[src/rtl/core/moi_pkg.sv]
// Shared types and constants of the Moravec interest operator.
// Used by every module of the block except moi_ram; depends on nothing else.
`timescale 1ns / 1ps

package moi_pkg;

	localparam int PIX_W = 8;
	localparam int HALF = 2;
	localparam int SPAN = 2 * HALF + 1;
	localparam int NTERM = SPAN - 1;
	localparam int NDIR = 4;

	localparam int ROW_W = 11;
	localparam int COL_W = 11;
	localparam int VAL_W = 18;
	localparam int CFG_W = 12;
	localparam int DATA_W = 32;
	localparam int ADDR_W = 4;

	localparam logic [CFG_W-1:0] LINE_WIDTH_RST = 12'd640;
	localparam logic [CFG_W-1:0] FRAME_HEIGHT_RST = 12'd480;
	localparam logic [VAL_W-1:0] THRESHOLD_RST = 18'd2500;
	localparam int MIN_DIM = 5;
	localparam int MAX_HEIGHT = 2048;

	localparam int OUT_DEPTH = 16;
	localparam int CNT_W = $clog2(OUT_DEPTH + 1);

	typedef logic [PIX_W-1:0] pix_t;
	// One window column, indexed by row (0 is the oldest line).
	typedef pix_t [SPAN-1:0] column_t;
	// Whole window, indexed by column (0 is the oldest column).
	typedef column_t [SPAN-1:0] window_t;

	typedef struct packed {
		logic last;
		logic [COL_W-1:0] col;
		logic [ROW_W-1:0] row;
	} pos_t;

	typedef struct packed {
		logic last;
		logic [COL_W-1:0] col;
		logic [ROW_W-1:0] row;
		logic [VAL_W-1:0] value;
	} res_t;

	typedef enum logic [1:0] {
		REG_LINE_WIDTH = 2'd0,
		REG_FRAME_HEIGHT = 2'd1,
		REG_THRESHOLD = 2'd2
	} reg_idx_t;

endpackage

[src/rtl/core/moi_cell.sv]
// One window column cell: holds a column of pixels and takes its neighbor's on a shift.
// Depends on moi_pkg.
`timescale 1ns / 1ps

module moi_cell import moi_pkg::*; (
	input  logic    clk,
	input  logic    arst_n,
	input  logic    shift,
	input  column_t col_in,
	output column_t col_out
);

	column_t col_q;

	always_ff @(posedge clk or negedge arst_n) begin
		if (!arst_n) begin
			col_q <= '0;
		end else if (shift) begin
			col_q <= col_in;
		end
	end

	assign col_out = col_q;

endmodule

[config.mk]
export PLATFORM = sky130hd
export DESIGN_NAME = moi_cell
export DESIGN_NICKNAME = d
export VERILOG_FILES = /design/src/rtl/core/moi_pkg.sv /design/src/rtl/core/moi_cell.sv
export SDC_FILE = /design/constraint.sdc
export NUM_CORES = 1
export LEC_CHECK = 0
export BUFFER_PORTS_ARGS = -buffer_cell sky130_fd_sc_hd__buf_2
export CORE_MARGIN = 10
export CORE_UTILIZATION = 30
export DETAILED_ROUTE_END_ITERATION = 10
export GPL_ROUTABILITY_DRIVEN = 0
export SETUP_SLACK_MARGIN = 0.1
export SLEW_MARGIN = 40
export SYNTH_ARGS = -nofsm -noshare
export SYNTH_HDL_FRONTEND = slang
export SYNTH_SLANG_ARGS = --single-unit
[constraint.sdc]
create_clock -name clk -period 0.8 [get_ports clk]
set_input_delay 0.04 -clock clk [delete_from_list [all_inputs] [get_ports clk]]
set_output_delay 0.04 -clock clk [all_outputs]
set_load 0.02 [all_outputs]
==> results.yml <==
status:
  status: "complete, but fails checks"
  violations: "negative hold slack, negative setup slack"
clock_network:
  hold_buffers: 1
  clkTransAtPathRegs_ns: 0.07
  cts-buffers-inserted: 5
  cts_sinks: 40
  cts_setup_buffers: 0
  cts_tree: "yes"
  cts_root_buf: "clkbuf_8"
  clockBufferDepth: 2
  clock_latency_ns: 0.28
  htreeDepth: 2
logic_synthesis:
  avgSynthCellArea_um2: 17.8
  yosysWarnings: 0
  syn_nets: 127
  synth-seq-cells: 40
  ys_seq_area_share_pct: 66.9
  synth_cells: 84
  syn_area_um2: 1500
  synth.distinct_cells: 3
worst_setup_path:
  worstRegToRegCells: 1
  crit_chain: "buf_6"
  critical-path-top-delay-family: "flip-flops"
  worstPathRequired_ns: 0.76
  crit_fanout: 2
  path_depth: 1
  cp_slowest_cell: "dfrtp_2"
  worst-setup-path-type: "flip-flop to output port"
  crit_path_end_kind: "output port"
  cpPeakStageDelay_ns: 0.42
  arrival_ns: 0.83
  path_buf_inv: 1
  critPathLaunchType: "flip-flop"
drt:
  drc: 0
  top_layer: "met4"
  wirelength_met1_mm: 1.38
  wl_per_cell_um: 15.9
  drt-pass1-iter-count: 2
  final_antenna_net_count: 0
  num_vias: 1032
  dr_wl_met2_mm: 1.91
  routed_via_density: 4.28
  met3_wirelength_um: 503
  drt_iter0_drc: 14
  wirelength_mm: 3.84
global_routing:
  overflow: 0
  grt_pass1_wl_mm: 6.49
  track_usage_pct: 9.78
  grt_pass1_vias: 1304
  antenna_found_initial: 0
  grt_max_degree: 41
finish:
  diodes: 0
  area_delta_synth_final_pct: 61.5
  fillers: 429
  final_core_util_pct: 50.5
  design_area_um2: 2420
  largest_reg_flops: 40
  instances_no_fill: 241
  drive_gt1_share_pct: 98.3
  final_nets: 216
place:
  dp_hpwl_mm: 2.96
  io_buffers: 82
  post_dp_cell_area_um2: 2060
  placedCellCount: 232
sta:
  finalSetupViolations: 40
  min_period_ns: 0.875
  setup_ws_ns: -0.0748
  skew_ns: 0
  rsz0062_at_grt: "true"
  final-hold-violation-count: 37
  worstMarginPinSlew_ns: 0.214
  holdWs_ns: -0.0169
  setup-tns-final_ns: -2.55
  fmax_ghz: 1.14
  slew_headroom_pct: 85.7
  slew_viol_final: 0
  min_period_over_period_pct: 109
power_and_ir_drop:
  leakage_nw: 1.08
  power_w: 0.00491
  power.density_nw_per_um2: 2030
  peakVddDrop_mv: 1.39
floorplanning:
  dieArea_um2: 8210
  rows: 25
  die_h_um: 90.6
  die_x_um: 90.6
  num_io_pins: 83
  start_util_pct: 31.3
  coreArea_um2: 4790
worst_hold_path:
  hold_depth: 2
  hold_class: "input port to flip-flop"
flow_run:
  cap_violations: 0
-- area by class of cell --
type | instances | area [µm²] | share of cell area (%)
clock buffers | 8 | 90.1 | 3.73
well taps | 67 | 83.8 | 3.47
flip-flops and latches | 40 | 1050 | 43.5
multi-input cells | 40 | 462 | 19.1
repair buffers | 86 | 731 | 30.2
-- layout by cell type, fill, tap and decap left out --
master         netlist  routed
buf_12               0       3
buf_2                0      42
buf_6                4      40
clkbuf_1             0       2
clkbuf_8             0       6
dfrtp_2              0      40
dlygate4sd3_1        0       1
mux2_2              40      37
mux2_4               0       3
-- kinds of logic (layout without fill, tap and decap cells) --
family,count (synthesis),after routing,synth area share (%)
flip-flops,40,40,66.9
buffers and inverters,4,94,3.01
multiplexers,40,40,30.1
-- worst paths after layout --
kind / slack (ns) / from / endpoint
min in group asynchronous: 0.24 / arst_n / col_out[15]
min reg2reg: 0.53 / col_out[39] / col_out[39]
max reg2reg: 0 / col_out[27] / col_out[27]
max in group asynchronous: 0.35 / arst_n / col_out[22]
max: -0.07 / col_out[23] / col_out[23]
min: -0.02 / col_in[4] / col_out[4]
-- report_power, final --
part,switching (W),internal [W],total (W)
clock,0.000619,0.000702,0.00132
sequential,0.000148,0.00226,0.00241
combinational,0.000510,0.000666,0.00118
-- through the flow --
step | setup WS, ns | hold slack (ns)
5_1_grt | -0.113 | -0.0323
4_1_cts | -0.0915 | -0.0288
6_report | -0.0748 | -0.0169
3_3_place_gp | -0.0242 | 0.0183
3_5_place_dp | -0.0558 | 0.0259
2_1_floorplan | -0.0133 | -0.256
-- synth_stat cells --
cell | number | area [µm²]
dfrtp_1 | 40 | 1000
mux2_2 | 40 | 450
buf_6 | 4 | 45.0
-- repair_timing --
action | in CTS | in global routing
resized for setup | 80 | 3
endpoints found under the hold margin | 80 | 39
endpoints found under the setup margin | 80 | 80
-- per-layer routing --
metal / vias to the layer above / track usage, %
li1: 468 / -
met1: 508 / 9.60
met2: 51 / 16.1
met3: 5 / 6.73
met4: 0 / 3.18
met5: - / 0
Power figures use the tool's default switching activity.
