## src/rtl/core/moi_pkg.sv

```systemverilog
// Shared types and constants of the Moravec interest operator.
// Used by every module of the block except moi_ram; depends on nothing else.
`timescale 1ns / 1ps

package moi_pkg;

	localparam int PIX_W = 8;
	localparam int HALF = 2;
	localparam int SPAN = 2 * HALF + 1;
	localparam int NTERM = SPAN - 1;
	localparam int NDIR = 4;

	localparam int ROW_W = 11;
	localparam int COL_W = 11;
	localparam int VAL_W = 18;
	localparam int CFG_W = 12;
	localparam int DATA_W = 32;
	localparam int ADDR_W = 4;

	localparam logic [CFG_W-1:0] LINE_WIDTH_RST = 12'd640;
	localparam logic [CFG_W-1:0] FRAME_HEIGHT_RST = 12'd480;
	localparam logic [VAL_W-1:0] THRESHOLD_RST = 18'd2500;
	localparam int MIN_DIM = 5;
	localparam int MAX_HEIGHT = 2048;

	localparam int OUT_DEPTH = 16;
	localparam int CNT_W = $clog2(OUT_DEPTH + 1);

	typedef logic [PIX_W-1:0] pix_t;
	// One window column, indexed by row (0 is the oldest line).
	typedef pix_t [SPAN-1:0] column_t;
	// Whole window, indexed by column (0 is the oldest column).
	typedef column_t [SPAN-1:0] window_t;

	typedef struct packed {
		logic last;
		logic [COL_W-1:0] col;
		logic [ROW_W-1:0] row;
	} pos_t;

	typedef struct packed {
		logic last;
		logic [COL_W-1:0] col;
		logic [ROW_W-1:0] row;
		logic [VAL_W-1:0] value;
	} res_t;

	typedef enum logic [1:0] {
		REG_LINE_WIDTH = 2'd0,
		REG_FRAME_HEIGHT = 2'd1,
		REG_THRESHOLD = 2'd2
	} reg_idx_t;

endpackage

```

## src/rtl/core/moi_score.sv

```systemverilog
// Scoring pipeline: absolute differences, squares, directional sums, minimum, threshold.
// Depends on moi_pkg.
`timescale 1ns / 1ps

module moi_score import moi_pkg::*; (
	input  logic             clk,
	input  logic             arst_n,
	input  logic             emit_s2,
	input  pos_t             pos_s2,
	input  window_t          win,
	input  logic [VAL_W-1:0] threshold,
	output logic             res_valid,
	output res_t             res
);

	localparam int SQ_W = 2 * PIX_W;

	logic [NDIR-1:0][NTERM-1:0][PIX_W-1:0] diff_c;
	logic [NDIR-1:0][NTERM-1:0][PIX_W-1:0] diff_s3;
	logic [NDIR-1:0][NTERM-1:0][SQ_W-1:0]  sq_s4;
	logic [NDIR-1:0][VAL_W-1:0]            sum_c;
	logic [NDIR-1:0][VAL_W-1:0]            sum_s5;
	logic [1:0][VAL_W-1:0]                 pmin_s6;
	logic [VAL_W-1:0]                      min_c;
	logic v_s3, v_s4, v_s5, v_s6;
	pos_t pos_s3, pos_s4, pos_s5, pos_s6;

	function automatic pix_t abs_diff(input pix_t a, input pix_t b);
		return (a > b) ? pix_t'(a - b) : pix_t'(b - a);
	endfunction

	// Direction 0 is vertical, 1 the down-right diagonal, 2 horizontal,
	// 3 the down-left diagonal; all run through the window center.
	always_comb begin
		for (int i = 0; i < NTERM; i++) begin
			diff_c[0][i] = abs_diff(win[HALF][i], win[HALF][i+1]);
			diff_c[1][i] = abs_diff(win[i][i], win[i+1][i+1]);
			diff_c[2][i] = abs_diff(win[i][HALF], win[i+1][HALF]);
			diff_c[3][i] = abs_diff(win[2*HALF-i][i], win[2*HALF-i-1][i+1]);
		end
	end

	// Four squares of at most 65025 sum to at most 260100, so the sum never
	// needs to saturate in 18 bits.
	always_comb begin
		for (int d = 0; d < NDIR; d++) begin
			sum_c[d] = '0;
			for (int i = 0; i < NTERM; i++) begin
				sum_c[d] = sum_c[d] + VAL_W'(sq_s4[d][i]);
			end
		end
	end

	always_ff @(posedge clk) begin
		diff_s3 <= diff_c;
		for (int d = 0; d < NDIR; d++) begin
			for (int i = 0; i < NTERM; i++) begin
				sq_s4[d][i] <= SQ_W'(diff_s3[d][i]) * SQ_W'(diff_s3[d][i]);
			end
		end
		sum_s5 <= sum_c;
		pmin_s6[0] <= (sum_s5[1] < sum_s5[0]) ? sum_s5[1] : sum_s5[0];
		pmin_s6[1] <= (sum_s5[3] < sum_s5[2]) ? sum_s5[3] : sum_s5[2];
		pos_s3 <= pos_s2;
		pos_s4 <= pos_s3;
		pos_s5 <= pos_s4;
		pos_s6 <= pos_s5;
	end

	always_ff @(posedge clk or negedge arst_n) begin
		if (!arst_n) begin
			v_s3 <= 1'b0;
			v_s4 <= 1'b0;
			v_s5 <= 1'b0;
			v_s6 <= 1'b0;
		end else begin
			v_s3 <= emit_s2;
			v_s4 <= v_s3;
			v_s5 <= v_s4;
			v_s6 <= v_s5;
		end
	end

	assign min_c = (pmin_s6[1] < pmin_s6[0]) ? pmin_s6[1] : pmin_s6[0];

	always_comb begin
		res.last = pos_s6.last;
		res.col = pos_s6.col;
		res.row = pos_s6.row;
		res.value = (min_c > threshold) ? min_c : '0;
	end

	assign res_valid = v_s6;

endmodule

```

## config.mk

```make
export PLATFORM = sky130hd
export DESIGN_NAME = moi_score
export DESIGN_NICKNAME = d
export VERILOG_FILES = /design/src/rtl/core/moi_pkg.sv /design/src/rtl/core/moi_score.sv
export SDC_FILE = /design/constraint.sdc
export NUM_CORES = 2
export LEC_CHECK = 0
export ABC_AREA = 1
export BUFFER_PORTS_ARGS = -buffer_cell sky130_fd_sc_hd__buf_2
export CAP_MARGIN = 20
export CORE_MARGIN = 3
export CORE_UTILIZATION = 30
export CTS_CLUSTER_DIAMETER = 120
export DETAILED_ROUTE_END_ITERATION = 10
export MAX_ROUTING_LAYER = met4
export SETUP_SLACK_MARGIN = 0.2
export SLEW_MARGIN = 20
export SYNTH_ARGS = -nofsm -noshare
export SYNTH_HDL_FRONTEND = slang
export SYNTH_SLANG_ARGS = --single-unit
```

## constraint.sdc

```tcl
create_clock -name clk -period 4.7 [get_ports clk]
set_input_delay 0.705 -clock clk [delete_from_list [all_inputs] [get_ports clk]]
set_output_delay 0.705 -clock clk [all_outputs]
set_load 0.02 [all_outputs]
```

==> impl_metrics.tcl <==
set metrics [dict create \
    num_io_pins 286 \
    fin_util_pct 34.3 \
    synth_cell_types 45 \
    core-area_um2 191000 \
    yosys_register_bits 572 \
    r2r_end "sq_s4[188]$_DFF_P_" \
    drt-initial-drc-count 2323 \
    hold_end "pos_s3[1]$_DFF_P_" \
    fp-row-count 160 \
    slowest_stage "dfxtp_2" \
    die_w_um 446 \
    firstDrtPassIters 6 \
    path_cells "inv_2 > ha_4 > nand2_4 > nor2_4 > and2_4 > nand3b_4 > nand3_4 > buf_12 > buf_6 > nand2_4 > nand2_4 > inv_4 > ha_4 > nand2_4 > nor3_4 > nand3_1 > nand3_2 > nand2_4 > buf_12 > nor2_4 > buf_6" \
    synth_top_area_cell "dfxtp_1" \
    cts_tree "yes" \
    grt_util_met3_pct 2.12 \
    die_h_um 446 \
    clock_skew_ns 0.0591 \
    final.hold.worst_slack_ns 0.106 \
    crit-reg2reg-launch "diff_s3[91]$_DFF_P_" \
    setup_viol 0 \
    area_growth_pct 13.0 \
    critPathCaptureType "output pin" \
    drv_slew 0 \
    worstSkewPairLatency_ns 0.70 \
    remaining_drc_errors 0 \
    crit_required_ns 3.99 \
    fin_crit_sh_pct 94.8 \
    synth_area_um2 58200 \
    max_freq_mhz 225 \
    timing.slew.headroom_pct 35.0 \
    outcome "finished clean" \
    crit_type "register to output pin" \
    grt_pass1_wl_um 246000 \
    die_area_um2 199000 \
    final_nets 9228 \
    fin_crit_ns 4.45 \
    r2r_cells 16 \
    place_ws_ns 0.260 \
    cpMostUsedCell "nand2_4" \
    grt-busiest-layer "met2" \
    drive_gt1_share_pct 7.66 \
    reg2reg_slack_ns 0.63 \
    first_global_vias 47686 \
    rsz0062_at_grt "true" \
    htree_levels 3 \
    use_met1_pct 19.4 \
    grt_overflow 0 \
    grt_max_degree 20 \
    netlist_instances 7414 \
    hold_start "pos_s2[1]" \
    cts.clk_slew.worst_paths_ns 0.06 \
    synth_top_area_share_pct 19.6 \
    start_kind "register" \
    grtUsageMet2_pct 26.2 \
    vias 46118 \
    cp_max_fo 8 \
    hp-class "primary input to register" \
    crit_buf_inv 6 \
    gp_congestion 0.899 \
    critPathMaxStageDelay_ns 0.32 \
    final_common_cell "nand2_1" \
    wire_per_inst_um 14.9 \
    grt.total_usage_pct 15.8 \
    final_cell_mix "nand2_1, inv_1, ha_1" \
    cp_data_arrival_time_ns 3.75 \
    syn_avg_cell_area_um2 7.84 \
    initial_core_util_pct 30.4 \
    cts.sinks 572 \
    routed_via_density 4.53 \
    ys_seq_area_share_pct 19.7 \
    place.detailed.hpwl_um 127000 \
    finalWorstSetupSlack_ns 0.246 \
    hold_viol_final 0 \
    critical-path-top-delay-family "simple AND/OR/NAND/NOR gates" \
    min_delay_path_depth 1 \
    place.port_buffers 221 \
    cts.path.max_buffers 3 \
    synth.area.top_cells "dfxtp_1, fa_1, ha_1" \
    ant_nets 0 \
    drv_cap 0 \
    totalNegativeSetupSlack_ns 0 \
    synth_warnings 0 \
    cts_buffers 74 \
    cts_root_buffer "clkbuf_16" \
    antenna_found_initial 28 \
    routed_wl_um 152000 \
    worstMarginPinSlew_ns 0.973 \
]
-- Yosys cell counts --
library cell / number
nor2_4: 1
dfrtp_1: 4
nand3_1: 274
buf_4: 3
nand3b_1: 2
o211ai_1: 32
a21oi_4: 2
nand4_4: 1
or2_2: 10
o21a_1: 20
buf_2: 8
nor2_1: 325
fa_1: 552
nand4_1: 104
xor2_1: 341
a211oi_1: 2
nor2_2: 2
nand3b_4: 1
a31oi_1: 29
conb_1: 2
ha_1: 840
and2_4: 1
inv_2: 16
clkbuf_2: 53
nand3_4: 1
clkbuf_1: 127
a21oi_1: 395
dfxtp_1: 568
a21o_1: 41
xnor2_1: 117
o22ai_1: 3
buf_8: 1
nand2_1: 1751
o21bai_1: 40
nand3_2: 1
nand2_2: 24
o21ai_1: 44
nor3_4: 1
a21boi_0: 18
buf_6: 2
o21ai_0: 127
nor3b_1: 1
inv_1: 1465
nor3_1: 61
clkbuf_8: 1
-- area by class of cell --
cell class | instances | area [µm²]
multi-input combinational | 5184 | 41000
antenna | 12 | 30.0
clock inverter | 50 | 719
timing repair buffer | 279 | 1770
tap | 2511 | 3140
fill | 20046 | 126000
clock buffer | 86 | 1970
sequential | 572 | 11500
inverter | 1481 | 5570
-- per-layer routing --
metal / wire, µm / vias to the layer above
li1: - / 23249
met1: 66900 / 21878
met2: 72000 / 783
met3: 7360 / 208
met4: 5590 / 0
met5: 0 / -
-- registers in the layout, indices dropped and copies added (netlist names) --
signal,count
diff_s3,128
pos_s3,23
v_s5,1
res_valid,1
v_s3,1
res,23
pos_s5,23
pos_s4,23
v_s4,1
sum_s5,72
sq_s4,240
pmin_s6,36
-- worst max path at each step --
stage / startpoint / end / cells past startpoint
after floorplan: diff_s3[3]$_DFF_P_ / sq_s4[14]$_DFF_P_ / 16
after global placement: pmin_s6[17]$_DFF_P_ / res[2] / 19
after detailed placement: pmin_s6[17]$_DFF_P_ / res[2] / 19
after CTS: pmin_s6[16]$_DFF_P_ / res[0] / 20
after global routing: pmin_s6[17]$_DFF_P_ / res[5] / 18
final: pmin_s6[17]$_DFF_P_ / res[5] / 21
-- repair_timing --
item	in CTS	in global routing
endpoints found under the hold margin	4	0
setup endpoints to repair	18	18
resized for setup	130	85
cloned	0	2
pin swaps	43	50
hold buffers	1	0
setup buffers	19	8
-- stage by stage --
stage	area (µm²)	instances
global route	65700	10172
finish	65700	10175
CTS	65200	10153
detailed placement	61800	9997
global placement	61800	9997
floorplan	58200	7432
-- kinds of logic (layout without fill, tap and decap cells) --
| logic type | after synthesis | in the layout | synth area share, % |
|---|---|---|---|
| buffers and inverters | 1676 | 1896 | 11.0 |
| adders and majority gates | 1392 | 1392 | 37.1 |
| other | 2 | 32 | 0.0129 |
| DFF | 572 | 572 | 19.7 |
| and+or+nand+nor | 2561 | 2561 | 18.0 |
| AOI/OAI and AO/OA | 753 | 753 | 7.25 |
| xor gates and xnor gates | 458 | 458 | 6.90 |
Power is left out: the tool's default activity adds up to more than one toggle a clock period on the data nets, which glitch-free logic cannot reach.
